File: src/rtl/dcc_pkg.sv
// Package for the accessory packet decoder: codes, types and constants.
// No dependencies.
`default_nettype none
package dcc_pkg;
  localparam int unsigned MaxPacketBytes = 6;
  localparam int unsigned BufBytes = 8;

  typedef enum logic [1:0] {
    EV_NONE = 2'd0, EV_TURNOUT = 2'd1, EV_CHECKSUM = 2'd2, EV_TIMING = 2'd3
  } event_e;

  typedef enum logic [3:0] {
    PH_PREAMBLE = 4'b0001, PH_START = 4'b0010, PH_NEXT = 4'b0100, PH_BYTE = 4'b1000
  } phase_e;

  typedef enum logic [1:0] {
    PW_NONE = 2'd0, PW_120 = 2'd1, PW_121 = 2'd2
  } pend_e;

  typedef enum logic [2:0] {
    REG_ONE_THR = 3'd0, REG_MAX_INT = 3'd1, REG_PRE_MIN = 3'd2,
    REG_RST_SVC = 3'd3, REG_ACK = 3'd4, REG_SVC_TO = 3'd5
  } reg_e;

  // configuration as seen by the packet engine
  typedef struct packed {
    logic [15:0] one_threshold;
    logic [15:0] max_interval;
    logic [7:0]  preamble_min;
    logic [7:0]  resets_for_service;
    logic [15:0] ack_ticks;
    logic [15:0] service_timeout_ticks;
  } cfg_t;

  localparam logic [16:0] ElapsedCap = 17'h10000;
endpackage
`default_nettype wire

File: src/rtl/dcc_regs.sv
// APB register file for the decoder thresholds and timeouts.
// Depends on dcc_pkg.
`default_nettype none
module dcc_regs import dcc_pkg::*; (
  input  wire logic        clk_i,
  input  wire logic        rst_ni,
  input  wire logic        psel,
  input  wire logic        penable,
  input  wire logic        pwrite,
  input  wire logic [4:0]  paddr,
  input  wire logic [31:0] pwdata,
  output logic [31:0]      prdata,
  output logic             pready,
  output cfg_t             cfg_o
);
  cfg_t cfg_q;
  logic wr;
  logic [2:0] idx;
  assign pready = 1'b1;
  assign wr = psel & penable & pwrite;
  assign idx = paddr[4:2];
  assign cfg_o = cfg_q;

  always_ff @(posedge clk_i or negedge rst_ni) begin
    if (!rst_ni) begin
      cfg_q.one_threshold <= 16'd870;
      cfg_q.max_interval <= 16'd1450;
      cfg_q.preamble_min <= 8'd10;
      cfg_q.resets_for_service <= 8'd25;
      cfg_q.ack_ticks <= 16'd24;
      cfg_q.service_timeout_ticks <= 16'd122;
    end else if (wr && paddr[1:0] == 2'b00) begin
      case (idx)
        REG_ONE_THR: cfg_q.one_threshold <= pwdata[15:0];
        REG_MAX_INT: cfg_q.max_interval <= pwdata[15:0];
        REG_PRE_MIN: cfg_q.preamble_min <= pwdata[7:0];
        REG_RST_SVC: cfg_q.resets_for_service <= pwdata[7:0];
        REG_ACK:     cfg_q.ack_ticks <= pwdata[15:0];
        REG_SVC_TO:  cfg_q.service_timeout_ticks <= pwdata[15:0];
        default: ;
      endcase
    end
  end

  always_comb begin
    case (idx)
      REG_ONE_THR: prdata = {16'd0, cfg_q.one_threshold};
      REG_MAX_INT: prdata = {16'd0, cfg_q.max_interval};
      REG_PRE_MIN: prdata = {24'd0, cfg_q.preamble_min};
      REG_RST_SVC: prdata = {24'd0, cfg_q.resets_for_service};
      REG_ACK:     prdata = {16'd0, cfg_q.ack_ticks};
      REG_SVC_TO:  prdata = {16'd0, cfg_q.service_timeout_ticks};
      default:     prdata = 32'd0;
    endcase
  end
endmodule
`default_nettype wire

File: src/rtl/dcc_accessory_packet_decoder.sv
// Top level of the accessory packet decoder: input register, packet engine
// and result register. Depends on dcc_pkg and dcc_regs.
//
//   channel | handshake          | payload
//   in      | in_valid_i/stall_o | operation_i, interval_i
//   out     | out_valid_o/stall_i| event_res_o ... decoder_address_o
//   cfg     | APB psel/penable   | paddr, pwdata, prdata
//
// One item per cycle while the output is not stalled: a request is
// registered, decoded by one pass of combinational logic and then lands
// in the result register. Reset restores the control and decoder state
// and the register file to their power-on values at once; the input data
// and result registers are not reset. A stalled result holds the result
// register, and the input side stalls only while both stages are full.
`default_nettype none
module dcc_accessory_packet_decoder import dcc_pkg::*; (
  input  wire logic        clk_i,
  input  wire logic        rst_ni,
  input  wire logic        in_valid_i,
  output logic             in_stall_o,
  input  wire logic        operation_i,
  input  wire logic [15:0] interval_i,
  output logic             out_valid_o,
  input  wire logic        out_stall_i,
  output logic [1:0]       event_res_o,
  output logic             turnout_position_o,
  output logic             ack_active_o,
  output logic             service_active_o,
  output logic [15:0]      decoder_address_o,
  input  wire logic        psel,
  input  wire logic        penable,
  input  wire logic        pwrite,
  input  wire logic [4:0]  paddr,
  input  wire logic [31:0] pwdata,
  output logic [31:0]      prdata,
  output logic             pready
);
  cfg_t cfg;
  dcc_regs u_regs (
    .clk_i, .rst_ni, .psel, .penable, .pwrite, .paddr, .pwdata, .prdata, .pready,
    .cfg_o(cfg)
  );

  // input stage
  logic in_v_q, op_q;
  logic [15:0] iv_q;
  logic out_v_q;
  logic adv;
  assign adv = in_v_q && !(out_v_q && out_stall_i);
  assign in_stall_o = in_v_q && !adv;

  // decoder state
  phase_e ph_q, ph_d;
  logic [7:0] pre_q, pre_d;
  logic [7:0] pb_q [BufBytes];
  logic [7:0] pb_d [BufBytes];
  logic [2:0] bc_q, bc_d, bp_q, bp_d;
  logic [7:0] ah_q, ah_d, al_q, al_d, dcb_q, dcb_d;
  logic svc_q, svc_d, ackon_q, ackon_d;
  logic [7:0] rpc_q, rpc_d, orc_q, orc_d, pav_q, pav_d;
  pend_e paw_q, paw_d;
  logic [16:0] acke_q, acke_d, svce_q, svce_d;
  logic [1:0] ev;
  logic pos;

  // result registers
  logic [1:0] ev_q;
  logic pos_q, ack_o_q, svc_o_q;
  logic [15:0] addr_o_q;

  logic bit_v, ops, rst, basic, ext;
  logic [7:0] x, b0, b1, b2, cb0, cb1, cb2, val, reg_v;
  logic [1:0] kind;
  logic [10:0] cvnum;
  logic bwrite;
  logic [2:0] bpos;
  logic [15:0] addr_b, addr_e, cur;
  logic [9:0] modv;

  // CV access on latched bytes (service layout in service mode, else ops)
  always_comb begin
    b0 = pb_q[0]; b1 = pb_q[1]; b2 = pb_q[2];
    cb0 = svc_q ? pb_q[0] : pb_q[2];
    cb1 = svc_q ? pb_q[1] : pb_q[3];
    cb2 = svc_q ? pb_q[2] : pb_q[4];
    kind = cb0[3:2];
    cvnum = {1'b0, cb0[1:0], cb1} + 11'd1;
    bwrite = (kind == 2'd2) && cb2[4];
    bpos = (kind == 2'd2) ? cb2[2:0] : 3'd0;
    val = (kind == 2'd2) ? {7'd0, cb2[3]} : cb2;
    reg_v = (cvnum == 11'd121) ? al_q : ah_q;
    x = '0;
    for (int i = 0; i < BufBytes; i++) begin
      if (3'(i) < bc_q) x = x ^ pb_q[i];
    end
    cur = {ah_q, al_q};
    modv = {1'b0, ~b1[6:4], b0[5:0]} ;
    addr_b = 16'((({6'd0, modv} + 16'hffff) << 2) + {14'd0, b1[2:1]} + 16'd1);
    addr_e = {8'd0, b0[5:0], 2'd0} | {5'd0, ~b1[6:4], 8'd0} | {14'd0, b1[2:1]};
    basic = b0[7:6] == 2'b10 && b1[7];
    ext = b0[7:6] == 2'b10 && !b1[7] && (b1 & 8'h89) == 8'h01;
    ops = bc_q == 3'd6 && b2[7:4] == 4'he &&
          ((basic && (b1 & 8'h89) == 8'h88) || (ext && (b1 & 8'h89) == 8'h01));
    rst = bc_q == 3'd3 && b0 == 8'd0 && b1 == 8'd0;
  end

  always_comb begin
    ph_d = ph_q; pre_d = pre_q; bc_d = bc_q; bp_d = bp_q;
    for (int i = 0; i < BufBytes; i++) pb_d[i] = pb_q[i];
    ah_d = ah_q; al_d = al_q; dcb_d = dcb_q; svc_d = svc_q; ackon_d = ackon_q;
    rpc_d = rpc_q; orc_d = orc_q; pav_d = pav_q; paw_d = paw_q;
    acke_d = acke_q; svce_d = svce_q;
    ev = EV_NONE; pos = 1'b0;
    bit_v = iv_q < cfg.one_threshold;
    if (op_q) begin
      if (ackon_q && acke_q < ElapsedCap) acke_d = acke_q + 17'd1;
      if (svc_q && svce_q < ElapsedCap) svce_d = svce_q + 17'd1;
    end else if (iv_q > cfg.max_interval) begin
      ph_d = PH_PREAMBLE; pre_d = '0; ev = EV_TIMING;
    end else begin
      case (ph_q)
        PH_PREAMBLE: begin
          if (bit_v) begin
            if (pre_q != 8'hff) pre_d = pre_q + 8'd1;
          end else pre_d = '0;
          if (pre_d >= cfg.preamble_min) ph_d = PH_START;
        end
        PH_START: if (!bit_v) begin
          ph_d = PH_BYTE; bp_d = 3'd7; pre_d = '0; bc_d = '0;
          for (int i = 0; i < BufBytes; i++) pb_d[i] = '0;
        end
        PH_NEXT: begin
          if (!bit_v) begin
            if (bc_q >= 3'(MaxPacketBytes)) begin
              ph_d = PH_PREAMBLE; pre_d = '0;
            end else begin
              ph_d = PH_BYTE; bp_d = 3'd7;
            end
          end else begin
            ph_d = PH_PREAMBLE;
            if (x != 8'd0) ev = EV_CHECKSUM;
            else begin
              if (!rst) rpc_d = '0;
              if (!ops) begin
                orc_d = '0; paw_d = PW_NONE;
              end
              if (rst) begin
                if (!svc_q) begin
                  if (rpc_q != 8'hff) rpc_d = rpc_q + 8'd1;
                  if (rpc_d >= cfg.resets_for_service) begin
                    rpc_d = '0; svc_d = 1'b1; svce_d = '0;
                  end
                end else svce_d = '0;
              end else if (svc_q || ((basic && !dcb_q[5] && addr_b == cur) ||
                                     (!basic && ext && dcb_q[5] && addr_e == cur))) begin
                if (!svc_q && !ops) begin
                  ev = EV_TURNOUT; pos = basic ? b1[0] : b2[0];
                end
                if (!svc_q && ops && orc_q == 8'd0) orc_d = pb_q[5];
                else if (svc_q || (ops && orc_q == pb_q[5])) begin
                  // CV access
                  if ((svc_q && cb0[7:4] == 4'h7) || (!svc_q && b2[7:4] == 4'he)) begin
                    if (cvnum == 11'd120 || cvnum == 11'd121) begin
                      if (kind == 2'd1) begin
                        if (svc_q && reg_v == val) begin ackon_d = 1'b1; acke_d = '0; end
                      end else if (kind == 2'd3) begin
                        if (svc_q) begin
                          if (cvnum == 11'd121) al_d = val; else ah_d = val;
                          ackon_d = 1'b1; acke_d = '0;
                        end
                        if (!svc_q && ((paw_q == PW_121 && cvnum == 11'd120) ||
                                       (paw_q == PW_120 && cvnum == 11'd121))) begin
                          al_d = (cvnum == 11'd121) ? val : pav_q;
                          ah_d = (cvnum == 11'd120) ? val : pav_q;
                          pav_d = '0; paw_d = PW_NONE;
                        end else begin
                          orc_d = '0; pav_d = val;
                          paw_d = (cvnum == 11'd120) ? PW_120 : PW_121;
                        end
                      end
                    end else if (cvnum == 11'd29) begin
                      if (kind == 2'd1) begin
                        if (svc_q && dcb_q == val) begin ackon_d = 1'b1; acke_d = '0; end
                      end else if (kind == 2'd3) begin
                        dcb_d = val;
                        if (svc_q) begin ackon_d = 1'b1; acke_d = '0; end
                      end else if (kind == 2'd2) begin
                        if (bwrite) begin
                          dcb_d[bpos] = val[0];
                          if (svc_q) begin ackon_d = 1'b1; acke_d = '0; end
                        end else if (svc_q && val[0] == dcb_q[bpos]) begin
                          ackon_d = 1'b1; acke_d = '0;
                        end
                      end
                    end
                  end
                end
              end
            end
          end
        end
        PH_BYTE: begin
          pb_d[bc_q][bp_q] = pb_q[bc_q][bp_q] | bit_v;
          if (bp_q == 3'd0) begin
            ph_d = PH_NEXT; bc_d = bc_q + 3'd1;
          end else bp_d = bp_q - 3'd1;
        end
        default: ph_d = PH_PREAMBLE;
      endcase
    end
    if (ackon_d && acke_d > {1'b0, cfg.ack_ticks}) ackon_d = 1'b0;
    if (svc_d && svce_d > {1'b0, cfg.service_timeout_ticks}) svc_d = 1'b0;
  end

  always_ff @(posedge clk_i or negedge rst_ni) begin
    if (!rst_ni) begin
      in_v_q <= 1'b0; out_v_q <= 1'b0;
      ph_q <= PH_PREAMBLE; pre_q <= '0; bc_q <= '0; bp_q <= '0;
      for (int i = 0; i < BufBytes; i++) pb_q[i] <= '0;
      ah_q <= 8'h01; al_q <= 8'h05; dcb_q <= 8'h80; svc_q <= 1'b0;
      rpc_q <= '0; orc_q <= '0; pav_q <= '0; paw_q <= PW_NONE;
      ackon_q <= 1'b0; acke_q <= '0; svce_q <= '0;
    end else begin
      if (!in_stall_o) in_v_q <= in_valid_i;
      if (adv) out_v_q <= 1'b1;
      else if (!out_stall_i) out_v_q <= 1'b0;
      if (adv) begin
        ph_q <= ph_d; pre_q <= pre_d; bc_q <= bc_d; bp_q <= bp_d;
        for (int i = 0; i < BufBytes; i++) pb_q[i] <= pb_d[i];
        ah_q <= ah_d; al_q <= al_d; dcb_q <= dcb_d; svc_q <= svc_d;
        rpc_q <= rpc_d; orc_q <= orc_d; pav_q <= pav_d; paw_q <= paw_d;
        ackon_q <= ackon_d; acke_q <= acke_d; svce_q <= svce_d;
      end
    end
  end

  always_ff @(posedge clk_i) begin
    if (!in_stall_o && in_valid_i) begin
      op_q <= operation_i; iv_q <= interval_i;
    end
    if (adv) begin
      ev_q <= ev; pos_q <= pos; ack_o_q <= ackon_d; svc_o_q <= svc_d;
      addr_o_q <= {ah_d, al_d};
    end
  end

  assign out_valid_o = out_v_q;
  assign event_res_o = ev_q;
  assign turnout_position_o = pos_q;
  assign ack_active_o = ack_o_q;
  assign service_active_o = svc_o_q;
  assign decoder_address_o = addr_o_q;

`ifndef SYNTH
  a_pos_only_turnout: assert property (@(posedge clk_i) disable iff (!rst_ni)
    out_valid_o && turnout_position_o |-> event_res_o == EV_TURNOUT) else $error("pos");
  a_hold_stall: assert property (@(posedge clk_i) disable iff (!rst_ni)
    in_stall_o |-> out_valid_o && out_stall_i) else $error("stall");
  a_bc_range: assert property (@(posedge clk_i) disable iff (!rst_ni)
    bc_q <= 3'(MaxPacketBytes)) else $error("bc");
`endif
endmodule
`default_nettype wire
File: config.mk
export PLATFORM = sky130hd
export DESIGN_NAME = dcc_accessory_packet_decoder
export DESIGN_NICKNAME = d
export VERILOG_FILES = /design/src/rtl/dcc_pkg.sv /design/src/rtl/dcc_regs.sv /design/src/rtl/dcc_accessory_packet_decoder.sv
export SDC_FILE = /design/constraint.sdc
export NUM_CORES = 1
export LEC_CHECK = 0
export ABC_AREA = 1
export BUFFER_PORTS_ARGS = -buffer_cell sky130_fd_sc_hd__buf_2
export CAP_MARGIN = 40
export CORE_MARGIN = 3
export CORE_UTILIZATION = 61
export CTS_CLUSTER_SIZE = 28
export DETAILED_ROUTE_END_ITERATION = 6
export PLACE_DENSITY = 0.91
export SYNTH_ARGS = -nofsm -noshare
export SYNTH_HDL_FRONTEND = slang
export SYNTH_HIERARCHICAL = 1
export SYNTH_SLANG_ARGS = --single-unit
File: constraint.sdc
create_clock -name clk_i -period 10.3 [get_ports clk_i]
set_input_delay 0.515 -clock clk_i [delete_from_list [all_inputs] [get_ports clk_i]]
set_output_delay 0.515 -clock clk_i [all_outputs]
set_load 0.02 [all_outputs]
==> impl_metrics.tcl <==
set metrics [dict create \
    vias 22980 \
    clockRootBuffer "clkbuf_16" \
    cp.required_ps 10620 \
    finClkSkew_ps 51.39 \
    maxSlewHeadroom_pct 29.45 \
    worst_setup_path_end_kind "flop" \
    antenna_found_initial 0 \
    power_uw 4281 \
    violations "design-rule violations" \
    start_kind "flop" \
    layout.nets 3335 \
    grt_overflow 0 \
    p_leak_uw 0.01104 \
    synth_edf_count 38 \
    routed_wl_um 66980 \
    ys_ff_latch 288 \
    maxCapViolCount 0 \
    cts_sinks 288 \
    slowest_delay_ps 730 \
    cp_slowest_cell "dfrtp_1" \
    fin_area_sq_um 23420 \
    start_util_pct 62.44 \
    syn2layout_area_growth_pct 7.774 \
    max_freq_mhz 137.4 \
    die_h_um 194.7 \
    die_x_um 194.7 \
    final_cell_mix "nand2_1, inv_1, nand3_1, dfrtp_1, nor2_1" \
    hold_ws_ps 101.1 \
    postCtsSetupBuffers 0 \
    wl_per_cell_um 18.27 \
    std_cell_rows 68 \
    htree_levels 2 \
    p_int_uw 2512 \
    synth_cells 3176 \
    p_per_area_nw_per_um2 182.8 \
    ys_types 65 \
    min_path_type "input pin to flop" \
    io_buffers 83 \
    vias_per_cell 6.268 \
    status "finished with violations" \
    switching_share_pct 41.31 \
    grt_pass1_vias 21620 \
    cts_tree "yes" \
    worst_skew_pair.late_latency_ps 590 \
    yosysSeqAreaShare_pct 34.21 \
    async_flop_share_pct 86.81 \
    core-area_sq_um 34800 \
    cts_made_buffers 34 \
    hold_viol 0 \
    tightest_slew_ps 1058 \
    mostFrequentLayoutCell "nand2_1" \
    setup_viol 0 \
    netlist_area_sq_um 21730 \
    dieArea_sq_um 37920 \
    rsz0062_at_grt "no" \
    finalMaxSlewViolations 0 \
    cts_buffer_depth 3 \
    drtIter0Drc 2834 \
    drt-pass1-iter-count 7 \
    grt_usage_pct 34.42 \
    fin_setup_tns_ps 0 \
    dpl_cell_area_sq_um 22210 \
    cts.clk_slew.worst_paths_ps 60 \
    finalWeightedCongestion 1.009 \
    arrival_ps 7600 \
    worstSetupPathType "flop to flop" \
    period_needed_ps 7275 \
    num_io_pins 117 \
    hpwl_um 46490 \
    fin_cells 3667 \
    ir_worst_vdd_mv 0.1385 \
    dp.cells 3604 \
    ant_nets 0 \
    grt_pass1_wl_um 108600 \
    final_layout_size_suffix_gt1_share_pct 9.029 \
    synth_warnings 6 \
    synthFlopType "dfrtp_1" \
    syn_area_per_cell_sq_um 6.841 \
    path_max_fanout 17 \
    post-route-period-util_pct 70.64 \
    antenna_cells 0 \
    power_frac_comb_pct 33.9 \
    grt_max_degree 186 \
    p_sw_uw 1768 \
    pwr-share-seq_pct 35.9 \
    drcViolationCount 5 \
    clockPowerShare_pct 30.2 \
    cpMostUsedCell "nand2_1" \
]
Yosys cell counts, types with 4 or more instances:
master,number,area share (%)
o21ai_2,4,0.16
xnor2_1,16,0.64
o311ai_0,4,0.16
dfstp_2,29,3.5
ha_1,88,5.1
nor4_1,13,0.37
inv_2,23,0.40
nand2_1,867,15
o211ai_1,24,0.83
nor2_2,12,0.35
nand3_1,296,6.8
buf_1,6,0.10
buf_4,30,1.0
clkbuf_1,54,0.93
o21ai_1,36,0.83
nor3_1,59,1.4
a21boi_0,8,0.28
buf_6,9,0.47
mux2i_1,6,0.28
nor2_1,209,3.6
nand4_1,60,1.7
inv_1,421,7.3
o22ai_1,71,2.0
a21oi_1,138,3.2
a21oi_2,4,0.16
dfrtp_1,221,25
clkinv_1,6,0.10
o31ai_1,24,0.83
nand3_2,10,0.46
o21bai_1,9,0.31
o21ai_0,198,4.6
a211oi_1,7,0.24
xor2_1,25,1.0
nand2_2,19,0.55
a31oi_1,11,0.32
buf_2,45,1.0
edfxtp_1,38,5.3
o21a_1,9,0.31
nor3_4,5,0.37
nor3_2,4,0.18
nand3b_1,6,0.21
nor2_4,8,0.41
power by group through the flow:
stage	registers, uW	clock network, uW	logic [uW]
after floorplan	1450	0	1060
after global placement	1530	0	1330
after detailed placement	1540	0	1390
after CTS	1520	1300	1400
after global routing	1550	1350	1600
final	1540	1290	1450
cell type report:
| type | instances | area [sq um] |
|---|---|---|
| multi-input combinational | 2306 | 11880 |
| fill | 2804 | 11380 |
| clock buffer | 50 | 992.2 |
| sequential | 288 | 7433 |
| clock inverter | 12 | 209.0 |
| timing repair buffer | 103 | 621.8 |
| tap | 455 | 569.3 |
| inverter | 453 | 1708 |
what timing repair did:
| action | in CTS | in global routing |
|---|---|---|
| gates resized for setup | 0 | 0 |
| hold endpoints to repair | 62 | 0 |
| hold buffers | 1 | 0 |
state kept, by name, summed over array words and instances, names as in the netlist, 16 cells and up:
| signal | count |
|---|---|
| acke_q | 17 |
| u_regs/cfg_o | 80 |
| svce_q | 17 |
| pb_q | 40 |
| iv_q | 16 |
| decoder_address_o | 16 |
critical path, delay by kind of cell, from the launching register on:
kind | cells | cell delay [ps]
AOI/OAI and AO/OA | 12 | 1750
adders and majority gates | 2 | 460
buffers and inverters | 5 | 950
DFF | 1 | 730
and+or+nand+nor | 16 | 3110
through the flow:
| step | util (%) | worst slack [ps] |
|---|---|---|
| 3_5_place_dp | 63.81 | 3220 |
| 4_1_cts | 67.29 | 3198 |
| 3_3_place_gp | 63.63 | 3301 |
| 5_1_grt | 67.29 | 2309 |
| 6_report | 67.29 | 3025 |
| 2_1_floorplan | - | 4706 |
layer usage:
metal	part of all wire (%)	GRT usage [%]	up-vias
met2	45	54.54	1658
met1	38	45.07	10540
met5	0	0	-
met3	12	7.072	317
li1	-	-	10470
met4	5.6	17.13	0
worst paths after layout:
| path | from | to | slack [ps] | depth (start not counted) |
|---|---|---|---|---|
| hold / removal | interval_i[15] | iv_q[15] | 100 | 1 |
| hold reg to reg | u_regs/cfg_o[55] | u_regs/cfg_o[55] | 470 | 2 |
| max in group asynchronous | rst_ni | pb_q[15] | 8350 | 3 |
| setup / recovery | bc_q[2] | service_active_o | 3020 | 35 |
| min in group asynchronous | rst_ni | acke_q[8] | 490 | 2 |
| setup reg to reg | bc_q[2] | service_active_o | 3020 | 35 |
cell families (layout without fill, tap and decap cells):
group | Yosys count | count (layout) | synth area share (%)
compound gates | 566 | 566 | 14.98
other cells | 2 | 17 | 0.03457
mux | 8 | 8 | 0.3801
flops | 288 | 288 | 34.21
fa+ha+maj | 88 | 88 | 5.068
buf+inv | 597 | 618 | 11.44
xor+xnor | 41 | 41 | 1.653
simple gates | 1586 | 1586 | 32.23
Note: power is estimated with default switching activity, not from simulation.
